`src/rtl/c8_pkg.sv`:
```
// Shared types, constants and codes of the CHIP-8 instruction core.
package c8_pkg;

  localparam int PROGRAM_START  = 512;
  localparam int DISPLAY_PIXELS = 2048;
  localparam int STACK_DEPTH    = 16;

  localparam int AW        = 12;
  localparam int MEM_DEPTH = 1 << AW;
  localparam int SCREEN_W  = 64;
  localparam int ROWS      = DISPLAY_PIXELS / SCREEN_W;
  localparam int ROW_AW    = $clog2(ROWS);
  localparam int SPW       = (STACK_DEPTH > 1) ? $clog2(STACK_DEPTH) : 1;
  localparam int CNT_W     = 5;
  localparam int FONT_LEN  = 80;

  // item commands
  localparam logic [1:0] CMD_EXEC  = 2'd0;
  localparam logic [1:0] CMD_WRITE = 2'd1;
  localparam logic [1:0] CMD_READ  = 2'd2;
  localparam logic [1:0] CMD_PIXEL = 2'd3;

  // result status
  localparam logic [1:0] ST_OK    = 2'd0;
  localparam logic [1:0] ST_WAIT  = 2'd1;
  localparam logic [1:0] ST_SYS   = 2'd2;
  localparam logic [1:0] ST_HALT  = 2'd3;

  // opcode groups (top nibble)
  localparam logic [3:0] OPC_SYS  = 4'h0;
  localparam logic [3:0] OPC_JP   = 4'h1;
  localparam logic [3:0] OPC_CALL = 4'h2;
  localparam logic [3:0] OPC_SEK  = 4'h3;
  localparam logic [3:0] OPC_SNEK = 4'h4;
  localparam logic [3:0] OPC_SER  = 4'h5;
  localparam logic [3:0] OPC_LDK  = 4'h6;
  localparam logic [3:0] OPC_ADDK = 4'h7;
  localparam logic [3:0] OPC_ALU  = 4'h8;
  localparam logic [3:0] OPC_SNER = 4'h9;
  localparam logic [3:0] OPC_LDI  = 4'hA;
  localparam logic [3:0] OPC_JPV0 = 4'hB;
  localparam logic [3:0] OPC_RND  = 4'hC;
  localparam logic [3:0] OPC_DRW  = 4'hD;
  localparam logic [3:0] OPC_KEY  = 4'hE;
  localparam logic [3:0] OPC_MISC = 4'hF;

  localparam logic [15:0] OP_CLS = 16'h00E0;
  localparam logic [15:0] OP_RET = 16'h00EE;

  // ALU sub-ops of group 8
  localparam logic [3:0] ALU_MOV = 4'h0;
  localparam logic [3:0] ALU_OR  = 4'h1;
  localparam logic [3:0] ALU_AND = 4'h2;
  localparam logic [3:0] ALU_XOR = 4'h3;
  localparam logic [3:0] ALU_ADD = 4'h4;
  localparam logic [3:0] ALU_SUB = 4'h5;
  localparam logic [3:0] ALU_SHR = 4'h6;
  localparam logic [3:0] ALU_SBN = 4'h7;
  localparam logic [3:0] ALU_SHL = 4'hE;

  localparam logic [7:0] KEY_DOWN = 8'h9E;

  // group F low bytes
  localparam logic [7:0] FX_GET_DT = 8'h07;
  localparam logic [7:0] FX_WAIT   = 8'h0A;
  localparam logic [7:0] FX_SET_DT = 8'h15;
  localparam logic [7:0] FX_SET_ST = 8'h18;
  localparam logic [7:0] FX_ADD_I  = 8'h1E;
  localparam logic [7:0] FX_FONT   = 8'h29;
  localparam logic [7:0] FX_BCD    = 8'h33;
  localparam logic [7:0] FX_STORE  = 8'h55;
  localparam logic [7:0] FX_LOAD   = 8'h65;

  localparam logic [3:0] FLAG_REG = 4'hF;

  // sequencer steps
  localparam int STEP_W = 5;
  localparam logic [STEP_W-1:0] S_CLEAR = 5'd0;
  localparam logic [STEP_W-1:0] S_IDLE  = 5'd1;
  localparam logic [STEP_W-1:0] S_CMD   = 5'd2;
  localparam logic [STEP_W-1:0] S_RDM   = 5'd3;
  localparam logic [STEP_W-1:0] S_RDP   = 5'd4;
  localparam logic [STEP_W-1:0] S_F1    = 5'd5;
  localparam logic [STEP_W-1:0] S_F2    = 5'd6;
  localparam logic [STEP_W-1:0] S_F3    = 5'd7;
  localparam logic [STEP_W-1:0] S_F4    = 5'd8;
  localparam logic [STEP_W-1:0] S_EX    = 5'd9;
  localparam logic [STEP_W-1:0] S_FLAG  = 5'd10;
  localparam logic [STEP_W-1:0] S_CLS   = 5'd11;
  localparam logic [STEP_W-1:0] S_DR0   = 5'd12;
  localparam logic [STEP_W-1:0] S_DR1   = 5'd13;
  localparam logic [STEP_W-1:0] S_DR2   = 5'd14;
  localparam logic [STEP_W-1:0] S_DRF   = 5'd15;
  localparam logic [STEP_W-1:0] S_BCD   = 5'd16;
  localparam logic [STEP_W-1:0] S_ST0   = 5'd17;
  localparam logic [STEP_W-1:0] S_ST1   = 5'd18;
  localparam logic [STEP_W-1:0] S_LD0   = 5'd19;
  localparam logic [STEP_W-1:0] S_LD1   = 5'd20;
  localparam logic [STEP_W-1:0] S_FIN   = 5'd21;
  localparam logic [STEP_W-1:0] S_DONE  = 5'd22;

  // instruction kinds seen by the controller
  localparam logic [3:0] K_SIMPLE  = 4'd0;
  localparam logic [3:0] K_FLAG    = 4'd1;
  localparam logic [3:0] K_CLS     = 4'd2;
  localparam logic [3:0] K_DRAW    = 4'd3;
  localparam logic [3:0] K_DRAW0   = 4'd4;
  localparam logic [3:0] K_BCD     = 4'd5;
  localparam logic [3:0] K_STORE   = 4'd6;
  localparam logic [3:0] K_LOAD    = 4'd7;
  localparam logic [3:0] K_ILLEGAL = 4'd8;
  localparam logic [3:0] K_NOKEY   = 4'd9;

  typedef struct packed {
    logic [1:0]  command;
    logic [11:0] address;
    logic [7:0]  write_data;
    logic [15:0] keypad;
    logic [7:0]  random_byte;
  } in_item_t;

  typedef struct packed {
    logic [1:0]  status;
    logic [11:0] program_counter;
    logic [7:0]  read_data;
    logic        display_changed;
    logic        sound_active;
  } out_item_t;

  typedef struct packed {
    logic [STEP_W-1:0] step;
    logic              accept;
  } ctl_t;

  typedef struct packed {
    logic [1:0] command;
    logic       halted;
    logic [3:0] kind;
    logic       last;
    logic       out_free;
  } sts_t;

  localparam logic [7:0] FONT_ROM [FONT_LEN] = '{
    8'hF0, 8'h90, 8'h90, 8'h90, 8'hF0, 8'h20, 8'h60, 8'h20, 8'h20, 8'h70,
    8'hF0, 8'h10, 8'hF0, 8'h80, 8'hF0, 8'hF0, 8'h10, 8'hF0, 8'h10, 8'hF0,
    8'h90, 8'h90, 8'hF0, 8'h10, 8'h10, 8'hF0, 8'h80, 8'hF0, 8'h10, 8'hF0,
    8'hF0, 8'h80, 8'hF0, 8'h90, 8'hF0, 8'hF0, 8'h10, 8'h20, 8'h40, 8'h40,
    8'hF0, 8'h90, 8'hF0, 8'h90, 8'hF0, 8'hF0, 8'h90, 8'hF0, 8'h10, 8'hF0,
    8'hF0, 8'h90, 8'hF0, 8'h90, 8'h90, 8'hE0, 8'h90, 8'hE0, 8'h90, 8'hE0,
    8'hF0, 8'h80, 8'h80, 8'h80, 8'hF0, 8'hE0, 8'h90, 8'h90, 8'h90, 8'hE0,
    8'hF0, 8'h80, 8'hF0, 8'h80, 8'hF0, 8'hF0, 8'h80, 8'hF0, 8'h80, 8'h80
  };

endpackage

```
`src/rtl/c8_ctrl.sv`:
```
// Sequencer state machine of the CHIP-8 core.
module c8_ctrl (
  input  logic         clk,
  input  logic         rst,
  input  logic         item_valid,
  input  c8_pkg::sts_t sts,
  output c8_pkg::ctl_t ctl
);

  logic [c8_pkg::STEP_W-1:0] state;
  logic [c8_pkg::STEP_W-1:0] state_next;

  always_ff @(posedge clk) begin
    if (rst) begin
      state <= c8_pkg::S_CLEAR;
    end else begin
      state <= state_next;
    end
  end

  always_comb begin
    state_next = state;
    case (state)
      c8_pkg::S_CLEAR: if (sts.last) state_next = c8_pkg::S_IDLE;
      c8_pkg::S_IDLE:  if (item_valid) state_next = c8_pkg::S_CMD;
      c8_pkg::S_CMD: begin
        case (sts.command)
          c8_pkg::CMD_WRITE: state_next = c8_pkg::S_DONE;
          c8_pkg::CMD_READ:  state_next = c8_pkg::S_RDM;
          c8_pkg::CMD_PIXEL: state_next = c8_pkg::S_RDP;
          default:           state_next = sts.halted ? c8_pkg::S_DONE : c8_pkg::S_F1;
        endcase
      end
      c8_pkg::S_RDM: state_next = c8_pkg::S_DONE;
      c8_pkg::S_RDP: state_next = c8_pkg::S_DONE;
      c8_pkg::S_F1:  state_next = c8_pkg::S_F2;
      c8_pkg::S_F2:  state_next = c8_pkg::S_F3;
      c8_pkg::S_F3:  state_next = c8_pkg::S_F4;
      c8_pkg::S_F4:  state_next = c8_pkg::S_EX;
      c8_pkg::S_EX: begin
        case (sts.kind)
          c8_pkg::K_FLAG:    state_next = c8_pkg::S_FLAG;
          c8_pkg::K_CLS:     state_next = c8_pkg::S_CLS;
          c8_pkg::K_DRAW:    state_next = c8_pkg::S_DR0;
          c8_pkg::K_DRAW0:   state_next = c8_pkg::S_DRF;
          c8_pkg::K_BCD:     state_next = c8_pkg::S_BCD;
          c8_pkg::K_STORE:   state_next = c8_pkg::S_ST0;
          c8_pkg::K_LOAD:    state_next = c8_pkg::S_LD0;
          c8_pkg::K_ILLEGAL: state_next = c8_pkg::S_DONE;
          c8_pkg::K_NOKEY:   state_next = c8_pkg::S_DONE;
          default:           state_next = c8_pkg::S_FIN;
        endcase
      end
      c8_pkg::S_FLAG: state_next = c8_pkg::S_FIN;
      c8_pkg::S_CLS:  if (sts.last) state_next = c8_pkg::S_FIN;
      c8_pkg::S_DR0:  state_next = c8_pkg::S_DR1;
      c8_pkg::S_DR1:  state_next = c8_pkg::S_DR2;
      c8_pkg::S_DR2:  state_next = sts.last ? c8_pkg::S_DRF : c8_pkg::S_DR0;
      c8_pkg::S_DRF:  state_next = c8_pkg::S_FIN;
      c8_pkg::S_BCD:  if (sts.last) state_next = c8_pkg::S_FIN;
      c8_pkg::S_ST0:  state_next = c8_pkg::S_ST1;
      c8_pkg::S_ST1:  state_next = sts.last ? c8_pkg::S_FIN : c8_pkg::S_ST0;
      c8_pkg::S_LD0:  state_next = c8_pkg::S_LD1;
      c8_pkg::S_LD1:  state_next = sts.last ? c8_pkg::S_FIN : c8_pkg::S_LD0;
      c8_pkg::S_FIN:  state_next = c8_pkg::S_DONE;
      c8_pkg::S_DONE: if (sts.out_free) state_next = c8_pkg::S_IDLE;
      default:        state_next = c8_pkg::S_IDLE;
    endcase
  end

  assign ctl.step   = state;
  assign ctl.accept = (state == c8_pkg::S_IDLE) && item_valid;

endmodule

```
`config.mk`:
```
export PLATFORM = sky130hd
export DESIGN_NAME = c8_ctrl
export DESIGN_NICKNAME = d
export VERILOG_FILES = /design/src/rtl/c8_pkg.sv /design/src/rtl/c8_ctrl.sv
export SDC_FILE = /design/constraint.sdc
export NUM_CORES = 1
export LEC_CHECK = 0
export ABC_AREA = 1
export ABC_CLOCK_PERIOD_IN_PS = 3950
export BUFFER_PORTS_ARGS = -buffer_cell sky130_fd_sc_hd__buf_2
export CAP_MARGIN = 0
export CORE_MARGIN = 4
export CORE_UTILIZATION = 48
export DETAILED_ROUTE_END_ITERATION = 7
export PLACE_DENSITY_LB_ADDON = 0.05
export SLEW_MARGIN = 20
export SYNTH_ARGS = -nofsm -noshare
export SYNTH_HDL_FRONTEND = slang
export SYNTH_SLANG_ARGS = --single-unit
```
`constraint.sdc`:
```
create_clock -name clk -period 3.95 [get_ports clk]
set_input_delay 0.395 -clock clk [delete_from_list [all_inputs] [get_ports clk]]
set_output_delay 0.395 -clock clk [all_outputs]
set_load 0.01 [all_outputs]
```
==> metrics.csv <==
metric,value,unit
die width,51.9,um
type of destination of the critical path,primary output,
Clock Sinks,5,
I/O Buffers,17,
CP Max Fanout,6,
reg2reg end,state[0]$_SDFFE_PP0P_,
most frequent cells in the layout,"nand2_1 (63), inv_1 (28), nor2_1 (23), nand3_1 (23), buf_2 (17)",
Final Cycle Share,47.6,%
Syn Inst Count,180,
clk_lat worst skew,0.23,ns
Ports,18,
drt wl/cell,10.3,um
Finished Layout Cells,224,
Residual DRC,0,
CTS resizes,0,
"most common cell after layout, fill and taps aside",nand2_1,
Initial Utilization,51.9,%
fin crit period,1.88,ns
max reg flops,5,
Diodes inserted,0,
reg2reg setup slack,2.20,ns
clk slew on worst S/H paths,0.04,ns
worst slew pin tran,0.480,ns
"Setup violations, final",0,
max-cap viol count,0,
vias per cell,5.09,
hold path depth,2,
drt pass-1 iters,5,
H-tree depth,1,
Syn Area/Cell,5.14,um^2
post-DP HPWL,1.94,mm
post-synth top area share,25.6,%
total number of vias,1141,
number of global-route vias before repair,983,
critical path launch point type,flip-flop,
top post-synthesis cells by area,"nand2_1 (26%), nand3_1 (12%), inv_1 (11%)",
total global routing overflow,0,
Top reg by flops,state,
Area Growth Syn to Fin,14.3,%
Rows,15,
RSZ-0062 raised after global routing,no,
Clock Root Buffer,clkbuf_4,
Max clock buf depth,2,
fin nets,219,
Num CTS Buffers,3,
CTS tree,yes,
die area,2690,um^2
top flop regs,state x5,
drt total wl,2.30,mm
Ys Warns,0,
synthesized area,925,um^2
Synth Register Bits,5,
Iter 0 DRT Violations,36,
path depth of the worst reg2reg path,9,
Fin Setup TNS,0,ns
share of layout cells above drive strength 1,14.1,%
Cells after DPL,220,
pins over their slew limit,0,
class of the worst hold path,primary input to flip-flop,
Slew headroom,67.9,%
number of hold buffers added after CTS,0,
Core Region,1780,um^2
global-route wire length before repair,4.06,mm
Post-CTS Setup Repair Bufs,0,
Worst Hold End,state[2]$_SDFFE_PP0P_,
Max Fclk,0.532,GHz
Power per Cell Area,598,nW/um^2
static leakage,0.637,nW
worst hold start,rst,
largest net degree at the start of global routing,16,
"Net Count, Synth",199,
Hold Fails Final Rpt,0,
initial antenna violation count,0,
R2R Path Start,state[4]$_SDFFE_PP0P_,
ANT nets after route,0,
sequential-to-total area share from yosys stat,10.8,%
WS Path Type,flip-flop to primary output,
status,"complete, no violations",
Die Y,51.9,um
cell taking the most area after synthesis,nand2_1,
GR Util All Layers,19.3,%
count of different cell masters after synthesis,21,
VDD IR max,436,uV
final clock skew,0.00139,ns
CP arrival,1.48,ns
RePlAce Congestion,0.959,
Required @ worst endpoint,3.56,ns
worst max-delay path by stage:
| stage | slack [ns] | to | startpoint | depth (start not counted) |
|---|---|---|---|---|
| detailed placement | 2.24 | state[0]$_SDFFE_PP0P_ | state[4]$_SDFFE_PP0P_ | 9 |
| CTS | 2.08 | ctl[0] | state[2]$_SDFFE_PP0P_ | 6 |
| finish | 2.07 | ctl[0] | state[2]$_SDFFE_PP0P_ | 6 |
| floorplan | 2.51 | ctl[0] | state[2]$_SDFFE_PP0P_ | 5 |
| global placement | 2.26 | state[0]$_SDFFE_PP0P_ | state[4]$_SDFFE_PP0P_ | 9 |
| global route | 1.92 | ctl[0] | state[2]$_SDFFE_PP0P_ | 6 |
cell type report:
cell class / count / area (um^2)
Timing Repair Buffer: 17 / 85.1
Clock buffer: 4 / 26.3
Tap cell: 25 / 31.3
Inverter: 30 / 113
Multi-Input combinational cell: 143 / 702
Fill cell: 195 / 726
Sequential cell: 5 / 100
worst max-delay path: stages, from the launching register on:
cell and delay (ns):
dfxtp_1 0.41, nor2_4 0.21, inv_1 0.09, nor2_1 0.19
nand2_1 0.12, nor2_1 0.10, buf_2 0.13
cell usage after synthesis (all sizes together):
cell     n
inv     30
nand2   64
ha       7
o21ai    6
o211ai   2
nand3   24
o21bai   1
buf      2
nor2    27
nand4    1
a21boi   1
o21a     1
dfxtp    5
nor3     1
a31oi    1
a21oi    7
where the power goes:
part / switching, W / internal, W / total (W)
sequential: 0.0000493 / 0.0000719 / 0.000121
clock: 0.0000184 / 0.0000380 / 0.0000564
combinational: 0.000301 / 0.000154 / 0.000455
total: 0.000369 / 0.000264 / 0.000632
routing by layer:
layer	up-vias	GRT usage [%]	wire length (um)	part of all wire, %
met1	492	27.0	1090	47
met2	44	30.1	1050	46
met5	-	0	0	0
li1	603	-	-	-
met4	0	6.55	17	0.74
met3	2	2.58	145	6.3
stage by stage:
| step | area (um^2) | utilization (%) | worst slack [ns] | power [W] | hold WS, ns |
|---|---|---|---|---|---|
| global route | 1060 | 59.3 | 1.92 | 0.000716 | 0.369 |
| CTS | 1060 | 59.3 | 2.08 | 0.000632 | 0.367 |
| floorplan | 925 | - | 2.51 | 0.000464 | 0.464 |
| detailed placement | 1030 | 57.8 | 2.24 | 0.000572 | 0.562 |
| global placement | 1030 | 57.8 | 2.26 | 0.000577 | 0.564 |
| finish | 1060 | 59.3 | 2.07 | 0.000632 | 0.373 |
cell families after synthesis:
kind of cell               synth area share [%]
and+or+nand+nor                            54.7
adders and majority gates                  9.47
DFF                                        10.8
AOI/OAI and AO/OA                          11.8
buffers and inverters                      13.3
Note: power is estimated with default switching activity, not from simulation.
